## src/hdl/bdsl_pkg.sv

```systemverilog
// ----------------------------------------------------------------------------
// bdsl_pkg
// shared types and codes for the button debouncer with short and long press
// ----------------------------------------------------------------------------
`default_nettype none

package bdsl_pkg;

   localparam int unsigned TS_W    = 32;  // millisecond timestamp width
   localparam int unsigned CFG_W   = 16;  // configuration register width
   localparam int unsigned CODE_W  = 2;   // edge and event code width
   localparam int unsigned CSR_IDX_W = 1; // two configuration registers

   // stable edge codes
   localparam logic [CODE_W-1:0] NO_EDGE      = 2'd0;
   localparam logic [CODE_W-1:0] EDGE_PRESS   = 2'd1;
   localparam logic [CODE_W-1:0] EDGE_RELEASE = 2'd2;

   // gesture event codes
   localparam logic [CODE_W-1:0] EV_NONE  = 2'd0;
   localparam logic [CODE_W-1:0] EV_SHORT = 2'd1;
   localparam logic [CODE_W-1:0] EV_LONG  = 2'd2;

   // configuration register indexes
   localparam logic [CSR_IDX_W-1:0] CSR_DEBOUNCE   = 1'b0;
   localparam logic [CSR_IDX_W-1:0] CSR_LONG_PRESS = 1'b1;

   // configuration reset values
   localparam logic [CFG_W-1:0] DEBOUNCE_RESET   = 16'd50;
   localparam logic [CFG_W-1:0] LONG_PRESS_RESET = 16'd1000;

   typedef struct packed {
      logic [CFG_W-1:0] debounce_ms;
      logic [CFG_W-1:0] long_press_ms;
   } cfg_type;

   typedef struct packed {
      logic            raw_level;
      logic [TS_W-1:0] now_ms;
   } req_type;

   typedef struct packed {
      logic [CODE_W-1:0] edge_code;
      logic [CODE_W-1:0] press_event;
      logic              is_down;
      logic [TS_W-1:0]   hold_time_ms;
   } rsp_type;

endpackage

`default_nettype wire

```

## src/hdl/bdsl_if.sv

```systemverilog
// ----------------------------------------------------------------------------
// bdsl request and response channels
// valid/ready channels carrying pin samples and debounce results
// ----------------------------------------------------------------------------
`default_nettype none

interface bdsl_req_if;
   import bdsl_pkg::*;

   logic            valid;
   logic            ready;
   logic            raw_level;
   logic [TS_W-1:0] now_ms;

   modport source (output valid, output raw_level, output now_ms, input ready);
   modport sink   (input valid, input raw_level, input now_ms, output ready);
endinterface

interface bdsl_rsp_if;
   import bdsl_pkg::*;

   logic              valid;
   logic              ready;
   logic [CODE_W-1:0] edge_code;
   logic [CODE_W-1:0] press_event;
   logic              is_down;
   logic [TS_W-1:0]   hold_time_ms;

   modport source (output valid, output edge_code, output press_event,
                   output is_down, output hold_time_ms, input ready);
   modport sink   (input valid, input edge_code, input press_event,
                   input is_down, input hold_time_ms, output ready);
endinterface

`default_nettype wire

```

## src/hdl/bdsl_core.sv

```systemverilog
// ----------------------------------------------------------------------------
// bdsl_core
// debounce and press gesture state with its single-pass step logic
// ----------------------------------------------------------------------------
`default_nettype none

module bdsl_core (
   input  wire logic              clock,
   input  wire logic              reset,
   input  wire logic              step,
   input  wire bdsl_pkg::req_type req,
   input  wire bdsl_pkg::cfg_type cfg,
   output bdsl_pkg::rsp_type      rsp
);
   import bdsl_pkg::*;

   logic            prev_raw_ff,         prev_raw_in;
   logic            stable_now_ff,       stable_now_in;
   logic            stable_before_ff,    stable_before_in;
   logic [TS_W-1:0] raw_change_stamp_ff, raw_change_stamp_in;
   logic            press_active_ff,     press_active_in;
   logic            long_reported_ff,    long_reported_in;
   logic [TS_W-1:0] press_stamp_ff,      press_stamp_in;
   logic [TS_W-1:0] last_hold_len_ff,    last_hold_len_in;

   logic            raw_changed;
   logic [TS_W-1:0] raw_age;
   logic            debounce_done;
   logic            press_edge;
   logic            release_edge;
   logic [TS_W-1:0] press_age_old;
   logic [TS_W-1:0] press_age;
   logic            short_fire;
   logic            long_fire;
   logic            long_clear;

   always_comb begin
      raw_changed         = req.raw_level != prev_raw_ff;
      prev_raw_in         = req.raw_level;
      raw_change_stamp_in = raw_changed ? req.now_ms : raw_change_stamp_ff;
      raw_age             = raw_changed ? '0 : req.now_ms - raw_change_stamp_ff;
      debounce_done       = (|raw_age[TS_W-1:CFG_W])
                          || (raw_age[CFG_W-1:0] >= cfg.debounce_ms);
      stable_now_in       = debounce_done ? req.raw_level : stable_now_ff;
      stable_before_in    = stable_now_in;

      press_edge   = (stable_now_in != stable_before_ff) && !stable_now_in;
      release_edge = (stable_now_in != stable_before_ff) && stable_now_in;

      // age of the current press, zero on the press step itself
      press_age_old  = req.now_ms - press_stamp_ff;
      press_age      = press_edge ? '0 : press_age_old;
      press_stamp_in = press_edge ? req.now_ms : press_stamp_ff;

      short_fire = release_edge && press_active_ff && !long_reported_ff
                && (~|press_age_old[TS_W-1:CFG_W])
                && (press_age_old[CFG_W-1:0] < cfg.long_press_ms);

      if (release_edge) begin
         last_hold_len_in = press_active_ff ? press_age_old : '0;
      end else begin
         last_hold_len_in = last_hold_len_ff;
      end

      if (press_edge) begin
         press_active_in = 1'b1;
      end else if (release_edge) begin
         press_active_in = 1'b0;
      end else begin
         press_active_in = press_active_ff;
      end

      long_clear = press_edge || release_edge;
      long_fire  = !stable_now_in && press_active_in
                && !(long_reported_ff && !long_clear)
                && ((|press_age[TS_W-1:CFG_W])
                    || (press_age[CFG_W-1:0] >= cfg.long_press_ms));
      long_reported_in = (long_reported_ff && !long_clear) || long_fire;

      if (press_edge) begin
         rsp.edge_code = EDGE_PRESS;
      end else if (release_edge) begin
         rsp.edge_code = EDGE_RELEASE;
      end else begin
         rsp.edge_code = NO_EDGE;
      end

      if (long_fire) begin
         rsp.press_event = EV_LONG;
      end else if (short_fire) begin
         rsp.press_event = EV_SHORT;
      end else begin
         rsp.press_event = EV_NONE;
      end

      rsp.is_down      = !stable_now_in;
      rsp.hold_time_ms = stable_now_in ? last_hold_len_in : press_age;
   end

   always_ff @(posedge clock) begin
      if (reset) begin
         prev_raw_ff         <= 1'b1;
         stable_now_ff       <= 1'b1;
         stable_before_ff    <= 1'b1;
         raw_change_stamp_ff <= '0;
         press_active_ff     <= 1'b0;
         long_reported_ff    <= 1'b0;
         press_stamp_ff      <= '0;
         last_hold_len_ff    <= '0;
      end else if (step) begin
         prev_raw_ff         <= prev_raw_in;
         stable_now_ff       <= stable_now_in;
         stable_before_ff    <= stable_before_in;
         raw_change_stamp_ff <= raw_change_stamp_in;
         press_active_ff     <= press_active_in;
         long_reported_ff    <= long_reported_in;
         press_stamp_ff      <= press_stamp_in;
         last_hold_len_ff    <= last_hold_len_in;
      end
   end

`ifndef SYNTHESIS
   a_long_while_down: assert property (@(posedge clock) disable iff (reset)
      step && rsp.press_event == EV_LONG |-> rsp.is_down)
      else $error("long event while not pressed");

   a_short_on_release: assert property (@(posedge clock) disable iff (reset)
      step && rsp.press_event == EV_SHORT |-> rsp.edge_code == EDGE_RELEASE)
      else $error("short event without release edge");

   a_long_latched: assert property (@(posedge clock) disable iff (reset)
      step && rsp.press_event == EV_LONG |=> long_reported_ff && press_active_ff)
      else $error("long event not recorded");

   a_press_zero_hold: assert property (@(posedge clock) disable iff (reset)
      step && rsp.edge_code == EDGE_PRESS |-> rsp.hold_time_ms == '0)
      else $error("nonzero hold time on press edge");
`endif

endmodule

`default_nettype wire

```

## src/hdl/button_debounce_short_long_press.sv

```systemverilog
// path: an accepted request waits in the input register, and its response is
//   then loaded into the result register, where it is shown as valid
// throughput: one request per cycle while the response side is ready; the debounce
//   and press state is updated in the same cycle that forms the response, so back-to-back samples chain
// reset: synchronous, active high; button taken as released, timers at zero,
//   debounce 50 ms and long press 1000 ms
// ----------------------------------------------------------------------------
// button_debounce_short_long_press
// debounces an active-low button sample stream and reports stable edges,
// short and long press events, pressed state and press duration
// ----------------------------------------------------------------------------
`default_nettype none

module button_debounce_short_long_press (
   input  wire logic                           clock,
   input  wire logic                           reset,
   bdsl_req_if.sink                            req_chan,
   bdsl_rsp_if.source                          rsp_chan,
   input  wire logic                           csr_write_enable,
   input  wire logic [bdsl_pkg::CSR_IDX_W-1:0] csr_index,
   input  wire logic [bdsl_pkg::CFG_W-1:0]     csr_data
);
   import bdsl_pkg::*;

   // configuration registers
   cfg_type cfg_ff, cfg_in;

   // input register stage
   logic    in_valid_ff, in_valid_in;
   req_type in_data_ff,  in_data_in;

   // result register stage
   logic    out_valid_ff, out_valid_in;
   rsp_type out_data_ff,  out_data_in;

   logic    req_fire;
   logic    advance;
   logic    step;
   rsp_type step_rsp;

   // result register can load when empty or being drained this cycle
   assign advance  = !out_valid_ff || rsp_chan.ready;
   assign step     = in_valid_ff && advance;
   // input register frees up whenever its request moves on
   assign req_chan.ready = !in_valid_ff || advance;
   assign req_fire = req_chan.valid && req_chan.ready;

   // register writes, no read-back
   always_comb begin
      cfg_in = cfg_ff;
      if (csr_write_enable) begin
         case (csr_index)
            CSR_DEBOUNCE:   cfg_in.debounce_ms   = csr_data;
            CSR_LONG_PRESS: cfg_in.long_press_ms = csr_data;
            default:        cfg_in = cfg_ff;
         endcase
      end
   end

   always_comb begin
      in_data_in.raw_level = req_chan.raw_level;
      in_data_in.now_ms    = req_chan.now_ms;
      if (req_fire) begin
         in_valid_in = 1'b1;
      end else if (step) begin
         in_valid_in = 1'b0;
      end else begin
         in_valid_in = in_valid_ff;
      end
   end

   always_comb begin
      out_data_in = step_rsp;
      if (step) begin
         out_valid_in = 1'b1;
      end else if (rsp_chan.ready) begin
         out_valid_in = 1'b0;
      end else begin
         out_valid_in = out_valid_ff;
      end
   end

   always_ff @(posedge clock) begin
      if (reset) begin
         cfg_ff.debounce_ms   <= DEBOUNCE_RESET;
         cfg_ff.long_press_ms <= LONG_PRESS_RESET;
         in_valid_ff          <= 1'b0;
         out_valid_ff         <= 1'b0;
      end else begin
         cfg_ff       <= cfg_in;
         in_valid_ff  <= in_valid_in;
         out_valid_ff <= out_valid_in;
      end
   end

   // payload registers, no reset needed
   always_ff @(posedge clock) begin
      if (req_fire) begin
         in_data_ff <= in_data_in;
      end
      if (step) begin
         out_data_ff <= out_data_in;
      end
   end

   // state update and response formation for the held request
   bdsl_core u_core (
      .clock (clock),
      .reset (reset),
      .step  (step),
      .req   (in_data_ff),
      .cfg   (cfg_ff),
      .rsp   (step_rsp)
   );

   assign rsp_chan.valid        = out_valid_ff;
   assign rsp_chan.edge_code    = out_data_ff.edge_code;
   assign rsp_chan.press_event  = out_data_ff.press_event;
   assign rsp_chan.is_down      = out_data_ff.is_down;
   assign rsp_chan.hold_time_ms = out_data_ff.hold_time_ms;

endmodule

`default_nettype wire

```

## src/flat_wrapper.sv

```systemverilog
// flat-port wrapper written by rule: the top's interface ports become plain ports
module button_debounce_short_long_press_flat import bdsl_pkg::*;
  (clock, reset, csr_write_enable, csr_index, csr_data, req_chan_valid, req_chan_raw_level, req_chan_now_ms, req_chan_ready, rsp_chan_valid, rsp_chan_edge_code, rsp_chan_press_event, rsp_chan_is_down, rsp_chan_hold_time_ms, rsp_chan_ready);
  bdsl_req_if req_chan_i ();
  bdsl_rsp_if rsp_chan_i ();
  input  wire logic clock;
  input  wire logic reset;
  input  wire logic csr_write_enable;
  input  wire logic [bdsl_pkg::CSR_IDX_W-1:0] csr_index;
  input  wire logic [bdsl_pkg::CFG_W-1:0] csr_data;
  input wire logic [$bits(req_chan_i.valid)-1:0] req_chan_valid;
  input wire logic [$bits(req_chan_i.raw_level)-1:0] req_chan_raw_level;
  input wire logic [$bits(req_chan_i.now_ms)-1:0] req_chan_now_ms;
  output wire logic [$bits(req_chan_i.ready)-1:0] req_chan_ready;
  output wire logic [$bits(rsp_chan_i.valid)-1:0] rsp_chan_valid;
  output wire logic [$bits(rsp_chan_i.edge_code)-1:0] rsp_chan_edge_code;
  output wire logic [$bits(rsp_chan_i.press_event)-1:0] rsp_chan_press_event;
  output wire logic [$bits(rsp_chan_i.is_down)-1:0] rsp_chan_is_down;
  output wire logic [$bits(rsp_chan_i.hold_time_ms)-1:0] rsp_chan_hold_time_ms;
  input wire logic [$bits(rsp_chan_i.ready)-1:0] rsp_chan_ready;
  assign req_chan_i.valid = req_chan_valid;
  assign req_chan_i.raw_level = req_chan_raw_level;
  assign req_chan_i.now_ms = req_chan_now_ms;
  assign req_chan_ready = req_chan_i.ready;
  assign rsp_chan_valid = rsp_chan_i.valid;
  assign rsp_chan_edge_code = rsp_chan_i.edge_code;
  assign rsp_chan_press_event = rsp_chan_i.press_event;
  assign rsp_chan_is_down = rsp_chan_i.is_down;
  assign rsp_chan_hold_time_ms = rsp_chan_i.hold_time_ms;
  assign rsp_chan_i.ready = rsp_chan_ready;
  button_debounce_short_long_press u_core (.clock(clock), .reset(reset), .req_chan(req_chan_i), .rsp_chan(rsp_chan_i), .csr_write_enable(csr_write_enable), .csr_index(csr_index), .csr_data(csr_data));
endmodule
```

## config.mk

```make
export PLATFORM = sky130hd
export DESIGN_NAME = button_debounce_short_long_press_flat
export DESIGN_NICKNAME = d
export VERILOG_FILES = /design/src/hdl/bdsl_pkg.sv /design/src/hdl/bdsl_if.sv /design/src/hdl/bdsl_core.sv /design/src/hdl/button_debounce_short_long_press.sv /design/src/flat_wrapper.sv
export SDC_FILE = /design/constraint.sdc
export NUM_CORES = 1
export LEC_CHECK = 0
export BUFFER_PORTS_ARGS = -buffer_cell sky130_fd_sc_hd__buf_2
export CAP_MARGIN = 15
export CORE_ASPECT_RATIO = 0.5
export CORE_UTILIZATION = 60
export CTS_CLUSTER_DIAMETER = 150
export DETAILED_ROUTE_END_ITERATION = 8
export PLACE_DENSITY = 0.84
export SLEW_MARGIN = 20
export SYNTH_ARGS = -nofsm -noshare
export SYNTH_HDL_FRONTEND = slang
export SYNTH_SLANG_ARGS = --single-unit
```

## constraint.sdc

```tcl
create_clock -name clock -period 9.45 [get_ports clock]
set_input_delay 1.89 -clock clock [delete_from_list [all_inputs] [get_ports clock]]
set_output_delay 1.89 -clock clock [all_outputs]
set_load 0.1 [all_outputs]
```

After elaboration in Yosys (flattened, before gate mapping). Cells that the tools add are included.

Bits in registers: 204. Bits of input ports: 55. Output and inout port bits: 39. Word-level logic and storage cells: 73.

$add $sub $neg: 2. Magnitude comparators: 3. Equality and inequality tests: 2. Muxes and demuxes: 14. Bitwise gates (word level): 1. Reductions and logical operators: 34.

Operator list (number): 32-bit two-way mux (5); 32-bit subtractor (2); 16-bit OR reduction (3); 16-bit >= comparator (2); 16-bit < comparator (1); 1-bit logical AND (12); 1-bit two-way mux (8); 2-bit AND reduction (4); 1-bit zero test (7); 1-bit logical OR (6); 2-bit nonzero test (2); 2-bit two-way mux (1); 1-bit != test (2); 1-bit NOT (1).

Logic depth before layout (Yosys ltp).
Word-level depth: 14. Depth in mapped cells: 34. Gate-level depth less buffers: 33.

Modules after synthesis. Synthesis repeated with hierarchy kept, for this count alone.

Cell total of the unflattened synthesis: 1570. Area total of the unflattened synthesis: 13106.3 µm².

By module, submodules not included: bdsl_core (times used 1, cells an instance 1361, area an instance 9586.7 µm², sequential area each 2001.9 µm²); button_debounce_short_long_press (times used 1, cells an instance 209, area an instance 3519.6 µm², sequential area each 2782.7 µm²).

Worst setup path after synthesis. Ideal clock, no wire load.

Kind: register to register. Start: reg u_core.in_data_ff[0] (netlist name). End: reg u_core.out_data_ff (netlist bit u_core.rsp_chan.press_event[1]), data pin. Setup time: 0.255 ns. Data arrival time: 6.020 ns. Required time: 9.195 ns. Slack: 3.175 ns. Stages on the path, launching flop included: 34. Buffers on the path: 1. Clock period less this slack: 6.275 ns. Cell sequence: edfxtp_1 > inv_1 > ha_1 > fa_1 > nand2b_1 > a21o_1 > a21o_1 > a211oi_4 > nor2_1 > xor2_1 > nor2_1 > ha_1 > nand4_1 > a21oi_1 > a211oi_1 > nand2_1 > nand4bb_1 > nor4_1 > a31oi_1 > or2_4 > clkbuf_1 > ha_1 > or2_2 > ha_1 > nand2b_1 > a21oi_1 > nor2b_1 > o21ai_0 > nand2b_1 > a21oi_1 > o21ai_0 > a221oi_1 > o221ai_1 > and3_1.

RTL lines: from (decl) (line button_debounce_short_long_press.sv:30) `req_type in_data_ff, in_data_in;`; from (signal assigned) (line button_debounce_short_long_press.sv:99) `in_data_ff <= in_data_in;`; to (signal assigned) (line button_debounce_short_long_press.sv:102) `out_data_ff <= out_data_in;`; to (decl) (line button_debounce_short_long_press.sv:34) `rsp_type out_data_ff, out_data_in;`.

Worst setup path after layout.
Start: reg u_core.in_data_ff[0] (netlist name). End: reg u_core.out_data_ff (netlist bit u_core.rsp_chan.press_event[1]), data pin.

Longest elaborated chain between the ends: 13. Elaborated cells on any way between the ends: 24. Classes of those cells: 2 x add/sub; 2 x order compare; 1 x eq/ne; 5 x mux; 14 x reduce/logical.

Ends and longest elaborated chain: 32-bit subtractor * (line bdsl_core.sv:41) `raw_age = raw_changed ? '0 : req.now_ms - raw_change_stamp_ff;`; 32-bit two-way mux * (line bdsl_core.sv:41); 16-bit >= comparator / 16-bit OR reduction (equally long branches) (line bdsl_core.sv:43, bdsl_core.sv:42); 1-bit logical OR * (line bdsl_core.sv:43) `|| (raw_age[CFG_W-1:0] >= cfg.debounce_ms);`; 1-bit two-way mux * (line bdsl_core.sv:44) `stable_now_in = debounce_done ? req.raw_level : stable_now_ff;`; 1-bit != test / 1-bit zero test (equally long branches) (line bdsl_core.sv:47) `press_edge = (stable_now_in != stable_before_ff) && !stable_now_in;`; 1-bit logical AND * (line bdsl_core.sv:47); net u_core.u_core.press_edge (line bdsl_core.sv:29) `logic press_edge;`; parallel branches: the longest is 5 deep, another holds 16-bit >= comparator; 1-bit logical AND * (line bdsl_core.sv:76) `&& ((|press_age[TS_W-1:CFG_W])`; net u_core.u_core.long_fire (line bdsl_core.sv:34) `logic long_fire;`.

Mark *: on every way through the listed nets, which the timed path passes. A chain may end at the register's enable or synchronous reset.

==> results.cfg <==
[placement]
placed_cell_area_sq_um = 13300
io_buffer_count = 93
hpwl_um = 26200
gp_congestion = 1.06

[worst_setup_path]
cp_max_fo = 22
max_stage_delay_ns = 0.70
start_kind = flip-flop
cp.required_ns = 9.73
crit_family = simple AND/OR/NAND/NOR gates
critical_path_class = reg -> reg
slowest_stage = nor4b_2
arrival_ns = 7.96
path_buf_inv = 2
cp-end-kind = flip-flop
cpMostUsedCell = ha_1

[synthesis]
seq_area_frac_synth_pct = 37.6
ys_seq_elements = 204
synthTopCellsByArea = dfxtp_1 (21%), edfxtp_1 (17%), ha_1 (11%)
syn_area_sq_um = 12700
yosysTopAreaCellShare_pct = 21.1
synth_flop_cell = dfxtp_1
netlist_instances = 1553
synth.most_common_cell = nand2_1
synth_edf_count = 70
synth_commonest_cells = nand2_1 (278), a21oi_1 (198), dfxtp_1 (134), inv_1 (127), ha_1 (111)
synth_cell_types = 67
yosys.area.top_type = dfxtp_1
synthArstFlopShare_pct = 0
ys.warnings.count = 0
synth.avg_cell_area_sq_um = 8.19
synth_fp_nets = 1721

[floorplan]
start_util_pct = 61.6
die_area_sq_um = 21800
rows = 37
top_level_ports = 94
fp.dieH_um = 105
die_x_um = 208
core_sq_um = 20600

[timing]
slew_violations = 0
finalCritPeriodShare_pct = 81.2
tightest_slew_ns = 0.815
min_period_ns = 7.68
finClkSkew_ns = 0.0113
tns_ns = 0
fmax_mhz = 130
finalHoldViolCount = 0
rsz0062_at_grt = false
timing.slew.headroom_pct = 45.6
final-setup-viol-count = 0

[global_routing]
grt_use_total_pct = 32.1
grt_overflow = 0
grt_pass1_wl_um = 55700
grt_max_degree = 75
grt_antenna_before_repair = 0
grt_pass1_vias = 10600

[finish]
fin_nets = 1771
layout-drive-gt1-share_pct = 10.6
area_growth_pct = 10.1
num-fill-cells = 1659
diodes = 0
final_cell_area_sq_um = 14000
fin_util_pct = 67.8

[flow_run]
cap_violations = 0

[clock_network]
insertion_delay_ns = 0.52
holdBufCountCts = 0
postCtsSetupBuffers = 0
cts_resized = 0
cts_tree = done
clockBufferDepth = 3
cts_max_level = 1
numCtsBuffers = 20
clockRootBuffer = clkbuf_16
clock_sinks = 204
clkTransAtPathRegs_ns = 0.07

[detailed_routing]
num_vias = 11600
drt_iter0_markers = 1221
wl_um = 35300
vias_per_cell = 6.14
wl_per_cell_um = 18.7
ant_nets = 0
first_pass_iters = 9
post-route-drc-count = 0

[worst_hold_path]
min_path_type = reg -> reg

[power_and_ir_drop]
power_density_nw_per_um2 = 179
ir_drop_uv = 120
power.leakage_uw = 0.00544

[outcome]
outcome = completed
==> power breakdown <==
part,total (uW),switching (uW),leakage [uW],internal [uW]
combinational,673,451,0.00334,223
sequential,983,29.8,0.00177,953
clock,854,364,0.000329,490
total,2510,845,0.00544,1670
==> kinds of logic (layout without fill, tap and decap cells) <==
kind of cell | Yosys count | in the layout | share of synthesized area (%)
simple gates | 543 | 543 | 19.3
compound gates | 414 | 414 | 19.8
flops | 204 | 204 | 37.6
buf+inv | 201 | 265 | 6.13
fa+ha+maj | 113 | 113 | 11.2
xor+xnor | 54 | 54 | 3.72
mux | 24 | 24 | 2.27
==> stage by stage <==
step | setup WS [ns] | cells | power (uW) | hold WS (ns)
after global placement | 2.40 | 1854 | 1630 | 0.439
final | 1.77 | 1890 | 2510 | 0.454
after global routing | 1.28 | 1890 | 2610 | 0.477
after CTS | 2.02 | 1890 | 2490 | 0.456
after detailed placement | 2.04 | 1854 | 1650 | 0.447
after floorplan | 3.17 | 1553 | 1490 | 0.434
==> flip-flops by register name, summed over array words and instances, names as in the netlist <==
signal and count:
u_core.u_core.prev_raw_ff 1, u_core.rsp_chan.valid 1, u_core.u_core.stable_before_ff 1, u_core.in_valid_ff 1, u_core.in_data_ff 33, u_core.u_core.press_active_ff 1
u_core.cfg_ff 32, u_core.rsp_chan.hold_time_ms 32, u_core.rsp_chan.edge_code 2, u_core.rsp_chan.press_event 2, u_core.u_core.long_reported_ff 1, u_core.u_core.press_stamp_ff 32
u_core.u_core.raw_change_stamp_ff 32, u_core.u_core.last_hold_len_ff 32, u_core.rsp_chan.is_down 1
==> tightest hold or removal path, stage by stage, from the launching register on <==
cell and delay (ns):
dfxtp_1 0.31, nand2_1 0.05, a21oi_1 0.05
==> cell usage in the layout, fill, tap and decap left out, types with 22 or more instances in the layout <==
cell type    n
a21o_1      26
a21oi_1    198
a22oi_1     22
and2_1      24
buf_2       92
dfxtp_1    133
edfxtp_1    70
ha_1       111
inv_1      127
nand2_1    276
nand3_1     40
nand4_1     24
nor2_1      91
o21ai_0     53
xnor2_1     31
xor2_1      23
==> final cells by class <==
class,count,area (sq um),area share [%]
inverters,128,483,3.45
flip-flops and latches,204,4790,34.2
well taps,273,342,2.44
clock inverters,6,90.1,0.643
repair buffers,101,528,3.77
multi-input cells,1148,7190,51.3
clock buffers,30,589,4.21
==> metal layers <==
layer | up-vias | track usage (%) | part of all wire (%)
met5 | - | 0 | 0
met4 | 0 | 6.35 | 1.6
met3 | 49 | 6.13 | 11
met2 | 590 | 46.1 | 40
met1 | 5444 | 49.4 | 47
li1 | 5518 | - | -
==> final timing paths <==
| path | start | to | slack [ns] | cells after the start |
|---|---|---|---|---|
| worst max-delay path | u_core.in_data_ff[0] | u_core.rsp_chan.press_event[1] | 1.77 | 31 |
| worst min-delay path | u_core.u_core.press_stamp_ff[6] | u_core.u_core.press_stamp_ff[6] | 0.45 | 2 |
| worst max register to register | u_core.in_data_ff[0] | u_core.rsp_chan.press_event[1] | 1.77 | 31 |
| worst min register to register | u_core.u_core.press_stamp_ff[6] | u_core.u_core.press_stamp_ff[6] | 0.45 | 2 |
Power figures use the tool's default switching activity.
